<file path="config.mk">
export PLATFORM = sky130hd
export DESIGN_NAME = servo_command_shaper
export DESIGN_NICKNAME = d
export VERILOG_FILES = /design/src/hdl/scs_pkg.sv /design/src/hdl/servo_command_shaper.sv /design/src/hdl/scs_cfg_regs.sv /design/src/hdl/scs_muldiv100.sv
export SDC_FILE = /design/constraint.sdc
export NUM_CORES = 1
export LEC_CHECK = 0
export ABC_AREA = 1
export BUFFER_PORTS_ARGS = -buffer_cell sky130_fd_sc_hd__buf_2
export CAP_MARGIN = 20
export CORE_MARGIN = 5
export CORE_UTILIZATION = 30
export DETAILED_ROUTE_END_ITERATION = 6
export GPL_TIMING_DRIVEN = 0
export SYNTH_ARGS = -nofsm -noshare
export SYNTH_HDL_FRONTEND = slang
export SYNTH_SLANG_ARGS = --single-unit
</file>
<file path="constraint.sdc">
create_clock -name clk -period 6.5 [get_ports clk]
set_input_delay 1.3 -clock clk [delete_from_list [all_inputs] [get_ports clk]]
set_output_delay 1.3 -clock clk [all_outputs]
set_load 0.05 [all_outputs]
</file>
<file path="src/hdl/scs_pkg.sv">
// ----------------------------------------------------------------------------
// scs_pkg
// Shared types and constants of the servo command shaper: limits, register
// indexes, the configuration record and the multiply/divide unit handshake.
// ----------------------------------------------------------------------------
package scs_pkg;

    // Steering geometry and shaping constants (microseconds)
    localparam int STEER_LIMIT_LOW  = 1000;
    localparam int STEER_LIMIT_HIGH = 2000;
    localparam int CENTER_MARGIN    = 20;
    localparam int CENTER_LO        = STEER_LIMIT_LOW + CENTER_MARGIN;
    localparam int CENTER_HI        = STEER_LIMIT_HIGH - CENTER_MARGIN;
    localparam int TRIM_STEP_US     = 5;
    localparam int HOLD_BAND_US     = 8;
    localparam int MAX_SLEW_US      = 40;
    localparam int PCT_MAX          = 100;

    // Reset values of the configuration registers
    localparam logic [11:0] RST_STEER_CENTER = 12'd1500;
    localparam logic [6:0]  RST_RANGE_PCT    = 7'd100;
    localparam logic [11:0] RST_ESC_REVERSE  = 12'd1000;
    localparam logic [11:0] RST_ESC_NEUTRAL  = 12'd1500;
    localparam logic [11:0] RST_ESC_FORWARD  = 12'd2000;
    localparam logic [11:0] RST_APPLIED      = 12'd1500;

    // Configuration register indexes
    localparam int CFG_IDX_W = 3;
    localparam logic [CFG_IDX_W-1:0] REG_STEER_CENTER  = 3'd0;
    localparam logic [CFG_IDX_W-1:0] REG_STEER_TRIM    = 3'd1;
    localparam logic [CFG_IDX_W-1:0] REG_LEFT_RANGE    = 3'd2;
    localparam logic [CFG_IDX_W-1:0] REG_RIGHT_RANGE   = 3'd3;
    localparam logic [CFG_IDX_W-1:0] REG_ESC_BIDIR     = 3'd4;
    localparam logic [CFG_IDX_W-1:0] REG_ESC_REVERSE   = 3'd5;
    localparam logic [CFG_IDX_W-1:0] REG_ESC_NEUTRAL   = 3'd6;
    localparam logic [CFG_IDX_W-1:0] REG_ESC_FORWARD   = 3'd7;
    localparam int CFG_DATA_W = 12;

    // Multiply/divide-by-100 unit widths
    localparam int OPA_W       = 13;
    localparam int OPB_W       = 8;
    localparam int PROD_W      = OPA_W + OPB_W;
    localparam int MAG_W       = PROD_W - 1;
    localparam int RECIP_W     = 20;
    localparam int SCALED_W    = MAG_W + RECIP_W;
    localparam int RECIP_SHIFT = 26;
    localparam int RECIP_100   = 671089;  // ceil(2^26 / 100), exact for |a*b| < 1.8M
    localparam int QUO_W       = 14;

    typedef struct packed {
        logic [11:0]        steer_center_us;
        logic signed [6:0]  steer_trim;
        logic [6:0]         left_range_pct;
        logic [6:0]         right_range_pct;
        logic               esc_two_way;
        logic [11:0]        esc_reverse_max_us;
        logic [11:0]        esc_idle_us;
        logic [11:0]        esc_forward_max_us;
    } scs_cfg_t;

    typedef struct packed {
        logic                     start;
        logic signed [OPA_W-1:0]  a;
        logic signed [OPB_W-1:0]  b;
    } scs_mreq_t;

    typedef struct packed {
        logic                     done;
        logic signed [QUO_W-1:0]  quo;
    } scs_mrsp_t;

endpackage

</file>
<file path="src/hdl/servo_command_shaper.sv">
// ----------------------------------------------------------------------------
// servo_command_shaper
// Steering and throttle shaping: center/trim, per-side travel, hold band and
// slew limit for steering, piecewise or forward-only ESC mapping for throttle.
// ----------------------------------------------------------------------------
// The sequencer makes three passes through the shared multiply/divide-by-100
// unit (issue plus 3-stage pipe each) and takes a new item only once back in idle.
// A finished result waits in the output register while the next item enters.
// Reset (rst_n, asynchronous, active low): registers to their defaults,
// applied steering pulse to 1500 us, no result pending.
module servo_command_shaper
    import scs_pkg::*;
(
    input  logic                  clk,
    input  logic                  rst_n,
    // input items: [7:0] throttle_pct, [15:8] steer_pct
    input  logic                  s_tvalid,
    output logic                  s_tready,
    input  logic [15:0]           s_tdata,
    // result items: [11:0] steer_pulse_us, [12] steer_changed,
    // [24:13] esc_pulse_us, [31:25] zero
    output logic                  m_tvalid,
    input  logic                  m_tready,
    output logic [31:0]           m_tdata,
    // configuration write port
    input  logic                  cfg_we,
    input  logic [CFG_IDX_W-1:0]  cfg_index,
    input  logic [CFG_DATA_W-1:0] cfg_wdata
);

    typedef enum logic [2:0] {
        ST_IDLE,
        ST_CENTER,
        ST_TRAVEL,
        ST_TARGET,
        ST_ESC,
        ST_FINISH
    } state_t;

    scs_cfg_t  cfg;
    scs_mreq_t req_reg;
    scs_mreq_t req_next;
    scs_mrsp_t rsp;

    state_t state_reg, state_next;

    logic signed [7:0] thr_reg, thr_next;
    logic signed [7:0] str_reg, str_next;
    logic [11:0]       center_reg, center_next;
    logic [11:0]       applied_reg, applied_next;
    logic              changed_reg, changed_next;
    logic [11:0]       esc_reg, esc_next;
    logic              m_valid_reg, m_valid_next;
    logic [31:0]       m_data_reg, m_data_next;

    // command clamp
    logic signed [7:0]  thr_raw, str_raw, thr_clamp, str_clamp;
    // center and travel
    logic signed [13:0] center_raw;
    logic [11:0]        center_w;
    logic signed [12:0] span_left, span_right;
    logic signed [7:0]  pct_left, pct_right;
    // target, hold band and slew
    logic signed [13:0] target_raw;
    logic [11:0]        target_w;
    logic signed [12:0] delta_w;
    logic               move_w;
    logic signed [12:0] step_w;
    logic signed [13:0] sum_w;
    logic [11:0]        applied_w;
    // throttle
    logic               thr_neg;
    logic signed [12:0] diff_fwd, diff_rev;
    logic signed [13:0] esc_sum;

    scs_cfg_regs u_cfg (
        .clk       (clk),
        .rst_n     (rst_n),
        .cfg_we    (cfg_we),
        .cfg_index (cfg_index),
        .cfg_wdata (cfg_wdata),
        .cfg       (cfg)
    );

    scs_muldiv100 u_muldiv (
        .clk   (clk),
        .rst_n (rst_n),
        .req   (req_reg),
        .rsp   (rsp)
    );

    // Datapath around the shared unit
    always_comb
    begin
        // clamp both commands to -100..100
        thr_raw   = $signed(s_tdata[7:0]);
        str_raw   = $signed(s_tdata[15:8]);
        thr_clamp = (thr_raw < -8'(PCT_MAX)) ? -8'(PCT_MAX) :
                    (thr_raw >  8'(PCT_MAX)) ?  8'(PCT_MAX) : thr_raw;
        str_clamp = (str_raw < -8'(PCT_MAX)) ? -8'(PCT_MAX) :
                    (str_raw >  8'(PCT_MAX)) ?  8'(PCT_MAX) : str_raw;

        // trimmed center, held 20 us inside the limits
        center_raw = $signed({2'b00, cfg.steer_center_us})
                   + 14'(cfg.steer_trim) * 14'(TRIM_STEP_US);
        if (center_raw < 14'(CENTER_LO))
            center_w = 12'(CENTER_LO);
        else if (center_raw > 14'(CENTER_HI))
            center_w = 12'(CENTER_HI);
        else
            center_w = center_raw[11:0];

        span_left  = $signed({1'b0, center_w}) - 13'(STEER_LIMIT_LOW);
        span_right = 13'(STEER_LIMIT_HIGH) - $signed({1'b0, center_w});
        pct_left   = (cfg.left_range_pct > 7'(PCT_MAX)) ? 8'(PCT_MAX)
                                                         : $signed({1'b0, cfg.left_range_pct});
        pct_right  = (cfg.right_range_pct > 7'(PCT_MAX)) ? 8'(PCT_MAX)
                                                          : $signed({1'b0, cfg.right_range_pct});

        // target from the unit result, kept within the limits
        target_raw = $signed({2'b00, center_reg}) + rsp.quo;
        if (target_raw < 14'(STEER_LIMIT_LOW))
            target_w = 12'(STEER_LIMIT_LOW);
        else if (target_raw > 14'(STEER_LIMIT_HIGH))
            target_w = 12'(STEER_LIMIT_HIGH);
        else
            target_w = target_raw[11:0];

        // move only outside the hold band, by at most the slew step
        delta_w = $signed({1'b0, target_w}) - $signed({1'b0, applied_reg});
        move_w  = (delta_w > 13'(HOLD_BAND_US)) || (delta_w < -13'(HOLD_BAND_US));
        if (delta_w > 13'(MAX_SLEW_US))
            step_w = 13'(MAX_SLEW_US);
        else if (delta_w < -13'(MAX_SLEW_US))
            step_w = -13'(MAX_SLEW_US);
        else
            step_w = delta_w;
        sum_w = $signed({2'b00, applied_reg}) + 14'(step_w);
        if (sum_w < 14'(STEER_LIMIT_LOW))
            applied_w = 12'(STEER_LIMIT_LOW);
        else if (sum_w > 14'(STEER_LIMIT_HIGH))
            applied_w = 12'(STEER_LIMIT_HIGH);
        else
            applied_w = sum_w[11:0];

        // throttle spans on either side of neutral
        thr_neg  = thr_reg[7];
        diff_fwd = $signed({1'b0, cfg.esc_forward_max_us})
                 - $signed({1'b0, cfg.esc_idle_us});
        diff_rev = $signed({1'b0, cfg.esc_idle_us})
                 - $signed({1'b0, cfg.esc_reverse_max_us});
        esc_sum  = $signed({2'b00, cfg.esc_idle_us}) + rsp.quo;
    end

    // Sequencer
    always_comb
    begin
        state_next   = state_reg;
        thr_next     = thr_reg;
        str_next     = str_reg;
        center_next  = center_reg;
        applied_next = applied_reg;
        changed_next = changed_reg;
        esc_next     = esc_reg;
        req_next     = req_reg;
        req_next.start = 1'b0;
        m_data_next  = m_data_reg;
        // drop the pending result once taken
        m_valid_next = m_valid_reg & ~m_tready;

        unique case (state_reg)
            ST_IDLE:
            begin
                if (s_tvalid)
                begin
                    thr_next   = thr_clamp;
                    str_next   = str_clamp;
                    state_next = ST_CENTER;
                end
            end
            ST_CENTER:
            begin
                // travel of the side the command points to
                center_next    = center_w;
                req_next.start = 1'b1;
                req_next.a     = str_reg[7] ? span_left : span_right;
                req_next.b     = str_reg[7] ? pct_left  : pct_right;
                state_next     = ST_TRAVEL;
            end
            ST_TRAVEL:
            begin
                if (rsp.done)
                begin
                    req_next.start = 1'b1;
                    req_next.a     = 13'(rsp.quo);
                    req_next.b     = str_reg;
                    state_next     = ST_TARGET;
                end
            end
            ST_TARGET:
            begin
                if (rsp.done)
                begin
                    changed_next = move_w;
                    if (move_w)
                        applied_next = applied_w;
                    // forward-only mode treats reverse throttle as zero
                    req_next.start = 1'b1;
                    req_next.a     = (cfg.esc_two_way && thr_neg) ? diff_rev : diff_fwd;
                    req_next.b     = (!cfg.esc_two_way && thr_neg) ? '0 : thr_reg;
                    state_next     = ST_ESC;
                end
            end
            ST_ESC:
            begin
                if (rsp.done)
                begin
                    esc_next   = esc_sum[11:0];
                    state_next = ST_FINISH;
                end
            end
            ST_FINISH:
            begin
                // hold until the output register is free
                if (!m_valid_reg || m_tready)
                begin
                    m_valid_next = 1'b1;
                    m_data_next  = {7'b0, esc_reg, changed_reg, applied_reg};
                    state_next   = ST_IDLE;
                end
            end
            default:
            begin
                state_next = ST_IDLE;
            end
        endcase
    end

    always_ff @(posedge clk or negedge rst_n)
    begin
        if (!rst_n)
        begin
            state_reg   <= ST_IDLE;
            applied_reg <= RST_APPLIED;
            req_reg     <= '0;
            m_valid_reg <= 1'b0;
            thr_reg     <= '0;
            str_reg     <= '0;
            center_reg  <= '0;
            changed_reg <= 1'b0;
            esc_reg     <= '0;
            m_data_reg  <= '0;
        end
        else
        begin
            state_reg   <= state_next;
            applied_reg <= applied_next;
            req_reg     <= req_next;
            m_valid_reg <= m_valid_next;
            thr_reg     <= thr_next;
            str_reg     <= str_next;
            center_reg  <= center_next;
            changed_reg <= changed_next;
            esc_reg     <= esc_next;
            m_data_reg  <= m_data_next;
        end
    end

    assign s_tready = (state_reg == ST_IDLE);
    assign m_tvalid = m_valid_reg;
    assign m_tdata  = m_data_reg;

endmodule

</file>
<file path="src/hdl/scs_cfg_regs.sv">
// ----------------------------------------------------------------------------
// scs_cfg_regs
// Configuration register file: decodes the write port into the settings record.
// ----------------------------------------------------------------------------
module scs_cfg_regs
    import scs_pkg::*;
(
    input  logic                  clk,
    input  logic                  rst_n,
    input  logic                  cfg_we,
    input  logic [CFG_IDX_W-1:0]  cfg_index,
    input  logic [CFG_DATA_W-1:0] cfg_wdata,
    output scs_cfg_t              cfg
);

    scs_cfg_t cfg_reg;
    scs_cfg_t cfg_next;

    always_comb
    begin
        cfg_next = cfg_reg;
        if (cfg_we)
        begin
            unique case (cfg_index)
                REG_STEER_CENTER: cfg_next.steer_center_us    = cfg_wdata;
                REG_STEER_TRIM:   cfg_next.steer_trim         = $signed(cfg_wdata[6:0]);
                REG_LEFT_RANGE:   cfg_next.left_range_pct     = cfg_wdata[6:0];
                REG_RIGHT_RANGE:  cfg_next.right_range_pct    = cfg_wdata[6:0];
                REG_ESC_BIDIR:    cfg_next.esc_two_way        = cfg_wdata[0];
                REG_ESC_REVERSE:  cfg_next.esc_reverse_max_us = cfg_wdata;
                REG_ESC_NEUTRAL:  cfg_next.esc_idle_us        = cfg_wdata;
                REG_ESC_FORWARD:  cfg_next.esc_forward_max_us = cfg_wdata;
                default:          cfg_next = cfg_reg;
            endcase
        end
    end

    always_ff @(posedge clk or negedge rst_n)
    begin
        if (!rst_n)
        begin
            cfg_reg.steer_center_us    <= RST_STEER_CENTER;
            cfg_reg.steer_trim         <= '0;
            cfg_reg.left_range_pct     <= RST_RANGE_PCT;
            cfg_reg.right_range_pct    <= RST_RANGE_PCT;
            cfg_reg.esc_two_way        <= 1'b1;
            cfg_reg.esc_reverse_max_us <= RST_ESC_REVERSE;
            cfg_reg.esc_idle_us        <= RST_ESC_NEUTRAL;
            cfg_reg.esc_forward_max_us <= RST_ESC_FORWARD;
        end
        else
        begin
            cfg_reg <= cfg_next;
        end
    end

    assign cfg = cfg_reg;

endmodule

</file>
<file path="src/hdl/scs_muldiv100.sv">
// ----------------------------------------------------------------------------
// scs_muldiv100
// Shared arithmetic unit: trunc(a * b / 100) toward zero in three stages
// (product, reciprocal scaling of the magnitude, sign restore).
// ----------------------------------------------------------------------------
module scs_muldiv100
    import scs_pkg::*;
(
    input  logic      clk,
    input  logic      rst_n,
    input  scs_mreq_t req,
    output scs_mrsp_t rsp
);

    logic signed [PROD_W-1:0] prod_reg;
    logic signed [PROD_W-1:0] prod_next;
    logic [MAG_W-1:0]         mag_w;
    logic [SCALED_W-1:0]      scaled_reg;
    logic [SCALED_W-1:0]      scaled_next;
    logic                     neg_reg;
    logic [QUO_W-1:0]         quo_mag_w;
    logic signed [QUO_W-1:0]  quo_reg;
    logic signed [QUO_W-1:0]  quo_next;
    logic                     v1_reg;
    logic                     v2_reg;
    logic                     done_reg;

    always_comb
    begin
        prod_next   = PROD_W'(req.a) * PROD_W'(req.b);
        // magnitude of the product; the most negative code is never reached
        mag_w       = prod_reg[PROD_W-1] ? MAG_W'(-prod_reg) : MAG_W'(prod_reg);
        scaled_next = SCALED_W'(mag_w) * SCALED_W'(RECIP_100);
        quo_mag_w   = scaled_reg[RECIP_SHIFT +: QUO_W];
        quo_next    = neg_reg ? -$signed(quo_mag_w) : $signed(quo_mag_w);
    end

    always_ff @(posedge clk or negedge rst_n)
    begin
        if (!rst_n)
        begin
            v1_reg   <= 1'b0;
            v2_reg   <= 1'b0;
            done_reg <= 1'b0;
        end
        else
        begin
            v1_reg   <= req.start;
            v2_reg   <= v1_reg;
            done_reg <= v2_reg;
        end
    end

    always_ff @(posedge clk)
    begin
        prod_reg   <= prod_next;
        scaled_reg <= scaled_next;
        neg_reg    <= prod_reg[PROD_W-1];
        quo_reg    <= quo_next;
    end

    assign rsp.done = done_reg;
    assign rsp.quo  = quo_reg;

endmodule

</file>
# Word level (Yosys, flattened, before mapping)
# Cells that the tools add are included.
# Widths: inputs -> output; s select.
# word_totals
regBits	253
in_bits	36
output_inout_bits	34
# op_classes
addsub	11
multipliers	3
n_lt_le_gt_ge	16
eq_ne	17
n_mux	31
n_bitwise	2
reduce_logical	24
# ops
op	n
$mux 12	6
$pmux 22 s3	1
$mux 13	4
$mux 22	2
$gt 14x12->1 const B	3
$lt 14x11->1 const B	3
$mul 20x20->40 const B	1
$mux 8	5
$sub 12x12->13	3
$reduce_and 2->1	12
$mul 13x8->21	1
$mux 7	3
$mux 20	1
$neg 20->20	1
$eq 3x3->1 const B	6
$pmux 3 s6	1
$gt 8x8->1 const B	2
$lt 8x8->1 const B	2
$mux 3	5
$add 13x11->14	1
$add 13x13->14	1
$add 13x14->14	1
$gt 7x7->1 const B	2
$mux 14	1
other kinds (23)	36

# Depth between registers and ports, before layout
# Gate-level depths: netlist of run 1.
# logic_depth
depth_word	12
ltp_mapped	53
mapped_depth_nobuf	53

# Cells and area by module
# From an unflattened synthesis of run 1, not the netlist that was laid out.
# hier_totals
hier_cells	3402
area_unflattened_um2	26634.3
# modules_own_cells
mod	n_inst	cells_per_inst	area_per_inst_um2	seq_area_each_um2
scs_muldiv100	1	1684	13938.4	1076.0
servo_command_shaper	1	1399	9889.5	2611.3
scs_cfg_regs	1	319	2806.4	1793.0

# Least setup slack after synthesis of run 1
# Ideal clock, no wire load.
# synth_path
path_type	register to register
start	reg u_muldiv.prod_reg[0]
end	reg u_muldiv.scaled_reg[38]
t_arrival_ns	6.559
required_ns	6.362
slack_ns	-0.197
stages_incl_launch_ff	31
n_path_buf	0
period_less_slack_ns	6.697
cell_sequence	dfxtp_1 nor3_1 nand3_1 nor3_1 inv_1 nor2_1 inv_1 nor3_1 inv_1 o21ai_0 xor2_1 ha_1 fa_1 inv_1 fa_1 inv_1 fa_1 fa_1 fa_1 ha_1 ha_1 a21oi_1 o21ai_0 nand2_1 o211ai_1 o21bai_1 nand2_1 nand2_1 nand2_1 o311ai_0 xor2_1
# synth_via
elab_chain_cells	3
# synth_rtl
element	line	rtl
start, declared	scs_muldiv100.sv:15	logic signed [PROD_W-1:0] prod_reg;
start signal, assigned	scs_muldiv100.sv:56	prod_reg <= prod_next;
$neg 20->20	scs_muldiv100.sv:32	mag_w = prod_reg[PROD_W-1] ? MAG_W'(-prod_reg) : MAG_W'(prod_reg);
$mux 20 *	scs_muldiv100.sv:32	
$mul 20x20->40 *	scs_muldiv100.sv:33	scaled_next = SCALED_W'(mag_w) * SCALED_W'(RECIP_100);
net u_muldiv.scaled_next[38]	scs_muldiv100.sv:19	logic [SCALED_W-1:0] scaled_next;
end signal, assigned	scs_muldiv100.sv:57	scaled_reg <= scaled_next;
end, declared	scs_muldiv100.sv:18	logic [SCALED_W-1:0] scaled_reg;
# Mark *: on every way through the listed nets, which the timed path passes. The rest lies on a longest branch.
# A chain may end at the register's enable or synchronous reset.

# Worst setup path in the final report of run 1
# layout_path
start	reg center_reg[0]
end	reg applied_reg[6]
# layout_via
elab_chain_cells	12
elab_cells_between_ends	19
# layout_rtl
element	line	rtl
start, declared	servo_command_shaper.sv:49	logic [11:0] center_reg, center_next;
start signal, assigned	servo_command_shaper.sv:262	center_reg <= center_next;
$add 13x14->14 *	servo_command_shaper.sv:121	target_raw = $signed({2'b00, center_reg}) + rsp.quo;
$gt 14x12->1	servo_command_shaper.sv:124	else if (target_raw > 14'(STEER_LIMIT_HIGH))
$mux 12	servo_command_shaper.sv:124	
$mux 12 *	servo_command_shaper.sv:122	if (target_raw < 14'(STEER_LIMIT_LOW))
$sub 12x12->13 *	servo_command_shaper.sv:130	delta_w = $signed({1'b0, target_w}) - $signed({1'b0, applied_reg});
$lt 13x7->1	servo_command_shaper.sv:134	else if (delta_w < -13'(MAX_SLEW_US))
$mux 13	servo_command_shaper.sv:134	
$mux 13	servo_command_shaper.sv:132	if (delta_w > 13'(MAX_SLEW_US))
$add 13x13->14	servo_command_shaper.sv:138	sum_w = $signed({2'b00, applied_reg}) + 14'(step_w);
$gt 14x12->1	servo_command_shaper.sv:141	else if (sum_w > 14'(STEER_LIMIT_HIGH))
$mux 12	servo_command_shaper.sv:141	
$mux 12	servo_command_shaper.sv:139	if (sum_w < 14'(STEER_LIMIT_LOW))
end signal, assigned	servo_command_shaper.sv:257	applied_reg <= applied_next;
end, declared	servo_command_shaper.sv:50	logic [11:0] applied_reg, applied_next;
# Mark *: on every way between the ends. The rest lies on a longest branch, timed or not.

==> results of run 1 <==
[synthesized netlist by cell type, drive strengths merged, types with 2 or more instances]
master	number	area (sq um)
ha	362	4530
nand3b	4	30.0
o41ai	2	17.5
a21oi	171	878
nor4	7	43.8
o31ai	4	30.0
o211ai	11	82.6
o22ai	2	12.5
fa	241	4820
o221ai	3	26.3
a22oi	8	60.1
a31oi	14	87.6
a2bb2oi	2	17.5
dfrtp	137	3430
o21ai	182	911
a21boi	3	22.5
xor2	83	727
dfxtp	50	1000
dfstp	40	1050
nand2	565	2170
a21o	3	22.5
buf	13	88.8
clkinv	3	11.3
mux2	10	113
o21bai	12	90.1
a32o	2	20.0
nor3	32	165
a221oi	3	26.3
o21a	11	82.6
a211oi	5	37.5
inv	641	2410
xnor2	36	315
o311ai	8	70.1
and2	2	12.5
nor2	146	596
or2	16	100
nand4	27	181
nand3	107	563
nor3b	2	15.0
clkbuf	47	176
o2111ai	5	43.8
[cells in the final DEF (no fill, tap or decap), types with 11 or more instances in the layout]
cell	instances
a21oi_1	140
a21oi_2	19
a21oi_4	12
a31oi_1	12
buf_2	63
buf_4	115
buf_6	28
clkbuf_1	52
clkbuf_16	26
dfrtp_1	137
dfstp_2	40
dfxtp_1	44
fa_1	228
fa_2	13
ha_1	301
ha_4	57
inv_1	594
inv_2	42
nand2_1	501
nand2_2	44
nand2_4	20
nand3_1	83
nand3_2	16
nand4_1	25
nor2_1	119
nor2_2	11
nor2_4	14
nor3_1	19
o211ai_1	11
o21a_1	11
o21ai_0	151
o21ai_1	16
or2_2	15
xnor2_1	29
xor2_1	62
xor2_4	11
[through the flow]
stage,area (sq um),util
final,31200,0.374
after global routing,31200,0.374
after CTS,29600,0.355
after detailed placement,27000,0.324
after global placement,26900,0.323
after floorplan,25200,-
[cell type report]
type                       count  share of cell area
buffer                        60             0.00863
clock buffer                  38              0.0242
clock inverter                10             0.00453
inverter                     644              0.0780
multi-input combinational   2103               0.615
sequential                   227               0.176
tap                         1080              0.0433
timing repair buffer         202              0.0503
[logic make-up (layout without fill, tap and decap cells)]
kind of cell             count (synthesis)  in the layout  synth area share
AO/OA/AOI/OAI                          454            454             0.102
XOR/XNOR                               119            119            0.0415
adder cells (fa/ha/maj)                603            603             0.372
buffers and inverters                  704            954             0.107
flip-flops                             227            227             0.218
multiplexers                            10             10           0.00448
other                                    1              8          0.000149
AND/OR/NAND/NOR                        909            909             0.154
[worst max-delay path by stage]
stage,end,slack (ns),depth (start not counted)
after CTS,u_muldiv.scaled_reg[39]$_DFF_P_,-0.13,29
final,applied_reg[6]$_DFFE_PN1P_,-0.37,49
after global routing,applied_reg[6]$_DFFE_PN1P_,-0.72,51
after global placement,u_muldiv.scaled_reg[37]$_DFF_P_,-1.40,25
after detailed placement,u_muldiv.scaled_reg[37]$_DFF_P_,-1.42,25
after floorplan,u_muldiv.scaled_reg[38]$_DFF_P_,-0.03,29
[worst reg2reg max path: cells and delay by family, from the launching register on]
family,cells,cell delay (ns)
fa+ha+maj,6,1.43
xor+xnor,3,0.43
buf+inv,10,0.91
flops,1,0.39
simple gates,24,2.87
compound gates,6,0.76
[routing by layer]
metal | global-route usage | wire (microns) | share of wire
met2 | 0.248 | 32600 | 0.49
met1 | 0.193 | 30200 | 0.45
met4 | 0.0310 | 1450 | 0.022
met5 | 0 | 13 | 0.00019
met3 | 0.0162 | 2700 | 0.040
[what timing repair did]
action / 4_1_cts / 5_1_grt
gates resized for setup: 202 / 242
cloned: 0 / 0
pin swaps: 121 / 137
setup buffers: 86 / 54
setup endpoints to repair: 25 / 25
hold endpoints to repair: 0 / 0
hold buffers: 0 / 0
==> key figures, run 1 <==
Outcome
  – Status: finished with violations
  – Failing checks: setup timing

Worst hold path
  – Worst hold path class: flip-flop to flip-flop
  – Worst hold endpoint: u_muldiv.v2_reg$_DFF_PN0_
  – Hold Crit Start: u_muldiv.v1_reg$_DFF_PN0_
  – Hold depth: 0

Global route
  – Vias in the first global route: 20500
  – Remaining Overflow, GRT: 0
  – Tot GR Track Use: 0.143
  – Largest net degree at the start of global routing: 112
  – Initial antenna violation count: 2
  – First-pass GRT wire length: 106 mm

Setup path
  – Worst-path fanout max: 6
  – Nature of the critical path startpoint: flip-flop
  – Delay-heaviest family, CP: simple AND/OR/NAND/NOR gates
  – Worst setup EP type: flip-flop
  – Reg2Reg Setup Slack: -0.37 ns
  – Reg2reg path depth: 49
  – RR Endpoint: applied_reg[6]$_DFFE_PN1P_
  – Critical Path Source: center_reg[0]$_DFFE_PN0P_
  – Setup Crit Path Kind: flip-flop to flip-flop
  – CP peak stage delay: 0.39 ns
  – Worst path required time: 7.00 ns
  – Crit path arrival time: 7.37 ns
  – Critical path's slowest cell: dfrtp_1
  – Crit path top cell by count: nand2_1
  – CP bufs+invs: 10
  – R2r startpoint: center_reg[0]$_DFFE_PN0P_

Floorplan
  – Core area: 83300 sq um
  – Starting Density: 0.302
  – Die Area: 89600 sq um
  – Die width: 299 microns
  – Row count: 106
  – I/O pins: 70
  – Die span in y: 299 microns

Finish
  – Area Growth Syn to Fin: 24.1%
  – # fillers: 8369
  – Share of layout cells above drive strength 1: 0.203
  – FF+latch area: 5500 sq um
  – Area of the multi-input gates: 19200 sq um
  – # nets final: 3903
  – Max reg flops: 70
  – Number of diodes: 0
  – Post-Layout Cell Count: 4364

Logic synthesis
  – Sequential area share after synthesis: 0.218
  – Synth Flop Type: dfrtp_1
  – Yosys cell types: 63
  – Yosys warnings: 0
  – Async SR Flop Fraction: 0.780
  – Yosys reg bits: 227
  – Synthesized area per cell: 8.30 sq um
  – Post-synth EDFFs: 0
  – Synthesized area: 25100 sq um
  – Syn Inst Count: 3027

STA
  – Hold slack: 0.349 ns
  – RSZ-0062 raised after global routing: true
  – Setup TNS: -4.16 ns
  – Min Tclk post-route: 6.87 ns
  – Final Slew Violations: 0
  – Fmax: 0.145 GHz
  – Final worst slack: -0.374 ns
  – Final Cycle Share: 1.06
  – Slew Limit Headroom: 0.443
  – Layout Skew: 0.0202 ns
  – Slew @ Worst Pin: 0.835 ns
  – # setup viols final: 16
  – Hold Violations, Final: 0

Detailed routing
  – Via count: 20500
  – Drc violations: 0
  – Routed vias/inst: 4.70
  – Initial DRC Count: 978
  – Antenna-violating nets left: 0
  – First-pass detailed-route iteration total: 5
  – Routed Wire Length: 67.0 mm
  – Wirelength per Cell: 15.3 microns

Run
  – Max_cap viols: 0

Clocking
  – Clock transition at path regs: 0.07 ns
  – Clock Sinks: 227
  – Longest Clk Path Bufs: 3
  – H-tree depth: 1
  – CTS tree: done
  – Root Buffer: clkbuf_16
  – CTS Buf Count: 26
  – Worst-skew pair later-pin latency: 0.56 ns

Place
  – # port buffers: 62
  – Inst Count DP: 4179
  – Worst slack, placed: -1.42 ns
  – Post-DP HPWL: 51.2 mm
  – GP Congestion: 0.887
Power of run 1 is left out: the tool's default activity adds up to more than one toggle a clock period on the data nets, which glitch-free logic cannot reach.
==> run 2, diff against run 1 <==
Settings changed: ABC_AREA 1 to 0.
==> key figures, run 2 <==
Worst hold path
  – Worst hold path class: flip-flop to flip-flop
  – Worst hold endpoint: u_muldiv.done_reg$_DFF_PN0_
  – Hold depth: 0
  – Hold Crit Start: u_muldiv.v2_reg$_DFF_PN0_

Detailed routing
  – Routed Wire Length: 62.4 mm
  – Wirelength per Cell: 16.2 microns
  – Antenna-violating nets left: 0
  – Via count: 18500
  – Initial DRC Count: 1047
  – First-pass detailed-route iteration total: 6
  – Drc violations: 0
  – Routed vias/inst: 4.80

Finish
  – Max reg flops: 70
  – Area Growth Syn to Fin: 19.9%
  – Leading cell type in the layout, fill and taps excluded: inv_1
  – Most frequent cells in the layout: inv_1 (393), ha_1 (334), fa_1 (234)
  – # fillers: 8178
  – Share of layout cells above drive strength 1: 0.204
  – Final Instance Area: 29800 sq um
  – # nets final: 3410

Logic synthesis
  – Post-synth EDFFs: 0
  – Yosys cell types: 94
  – Top cells by area, synth: fa_1 (19%), ha_1 (18%), dfrtp_1 (14%)
  – Synth area leader: fa_1
  – Count leader, synth: inv_1
  – Yosys reg bits: 227
  – Yosys warnings: 0
  – Sequential area share after synthesis: 0.221
  – Synth Flop Type: dfrtp_1
  – Synth cell count leaders: inv_1 (408), ha_1 (362), fa_1 (241)
  – Synthesized area per cell: 9.66 sq um
  – Syn Inst Count: 2571
  – Synth top area share: 0.194
  – Synthesized area: 24800 sq um
  – Async SR Flop Fraction: 0.780

Clocking
  – Worst-skew pair later-pin latency: 0.56 ns
  – Longest Clk Path Bufs: 3
  – H-tree depth: 1
  – CTS tree: done
  – Clock transition at path regs: 0.07 ns
  – CTS Buf Count: 26
  – Clock Sinks: 227
  – Root Buffer: clkbuf_16
  – CTS hold repair buffers: 0

Place
  – Placed Area: 27000 sq um
  – Worst slack, placed: -1.95 ns
  – GP Congestion: 0.902
  – # port buffers: 60
  – Post-DP HPWL: 49.2 mm

STA
  – Slew Limit Headroom: 0.300
  – Min Tclk post-route: 7.55 ns
  – # setup viols final: 27
  – Final Cycle Share: 1.16
  – Hold slack: 0.346 ns
  – Hold Violations, Final: 0
  – Final Slew Violations: 0
  – Fmax: 0.133 GHz
  – Final worst slack: -1.05 ns
  – Layout Skew: 0.0173 ns
  – Slew @ Worst Pin: 1.04 ns
  – RSZ-0062 raised after global routing: true

Setup path
  – Reg2Reg Setup Slack: -1.05 ns
  – Reg2reg path depth: 37
  – Delay-heaviest family, CP: compound AO/OA/AOI/OAI gates
  – Crit path arrival time: 7.99 ns
  – CP peak stage delay: 0.42 ns
  – RR Endpoint: applied_reg[5]$_DFFE_PN0P_
  – Worst setup EP type: flip-flop
  – Setup Crit Path Kind: flip-flop to flip-flop
  – Worst path required time: 6.95 ns
  – R2r startpoint: center_reg[1]$_DFFE_PN0P_
  – Critical path's slowest cell: o31a_1
  – Worst-path fanout max: 6
  – CP bufs+invs: 3
  – Nature of the critical path startpoint: flip-flop

Global route
  – Tot GR Track Use: 0.136
  – Remaining Overflow, GRT: 0
  – Largest net degree at the start of global routing: 118
  – Vias in the first global route: 19000
  – Initial antenna violation count: 2
  – First-pass GRT wire length: 100 mm

Outcome
  – Failing checks: setup timing
  – Status: finished with violations

Run
  – Max_cap viols: 0

Floorplan
  – Starting Density: 0.302
  – Core area: 82100 sq um
  – Row count: 105
  – Die Area: 88600 sq um
  – Die width: 298 microns
  – Die span in y: 298 microns
  – I/O pins: 70
-- run 2: per-layer routing --
metal,track usage,vias to the layer above,share of wire
met5,0,-,0
met4,0.0412,0,0.033
met3,0.0106,98,0.028
met2,0.236,280,0.48
met1,0.183,9054,0.45
li1,-,9106,-
-- run 2: worst max-delay path by stage --
| stage | startpoint | to | slack, ns | cells past startpoint |
|---|---|---|---|---|
| after floorplan | u_muldiv.prod_reg[0]$_DFF_P_ | u_muldiv.scaled_reg[39]$_DFF_P_ | -0.44 | 24 |
| after global placement | u_muldiv.prod_reg[20]$_DFF_P_ | u_muldiv.scaled_reg[39]$_DFF_P_ | -1.91 | 26 |
| after detailed placement | u_muldiv.prod_reg[20]$_DFF_P_ | u_muldiv.scaled_reg[39]$_DFF_P_ | -1.95 | 26 |
| after CTS | center_reg[1]$_DFFE_PN0P_ | applied_reg[5]$_DFFE_PN0P_ | -0.96 | 38 |
| after global routing | center_reg[0]$_DFFE_PN0P_ | applied_reg[5]$_DFFE_PN0P_ | -1.42 | 36 |
| final | center_reg[1]$_DFFE_PN0P_ | applied_reg[5]$_DFFE_PN0P_ | -1.05 | 37 |
-- run 2: logic make-up after synthesis --
group	synth area share
fa+ha+maj	0.377
xor+xnor	0.0406
buf+inv	0.0720
other cells	0.000151
flops	0.221
mux	0.0446
simple gates	0.124
compound gates	0.122
-- run 2: timing repair --
action | 4_1_cts | 5_1_grt
gates resized for setup | 104 | 98
setup endpoints to repair | 25 | 27
pin swaps | 93 | 85
hold endpoints to repair | 0 | 0
setup buffers | 72 | 39
cloned | 0 | 1
-- run 2: worst register-to-register path: cells and delay by family, from the launching register on --
| kind | cells | cell delay [ns] |
|---|---|---|
| DFF | 1 | 0.40 |
| AOI/OAI and AO/OA | 15 | 2.82 |
| and+or+nand+nor | 12 | 2.17 |
| buffers and inverters | 3 | 0.27 |
| adders and majority gates | 5 | 1.38 |
| xor gates and xnor gates | 2 | 0.41 |
-- run 2: stage by stage --
step                      setup TNS, ns  instances   util
final                            -20.88       3863  0.363
after global routing             -28.56       3863  0.363
after CTS                        -18.22       3833  0.354
after detailed placement         -33.14       3714  0.328
after global placement           -32.88       3708  0.327
after floorplan                   -3.42       2578      -
-- run 2: final cells by class --
cell class              instances  area (sq um)  share of cell area
diodes                          2          5.00            0.000168
plain buffers                  57           277             0.00929
clock buffers                  31           701              0.0235
clock inverters                17           228             0.00765
inverters                     408          1530              0.0515
multi-input cells            1885         18900               0.635
flip-flops and latches        227          5500               0.185
well taps                    1070          1340              0.0450
repair buffers                166          1280              0.0430
Power of run 2 is left out for the same reason.
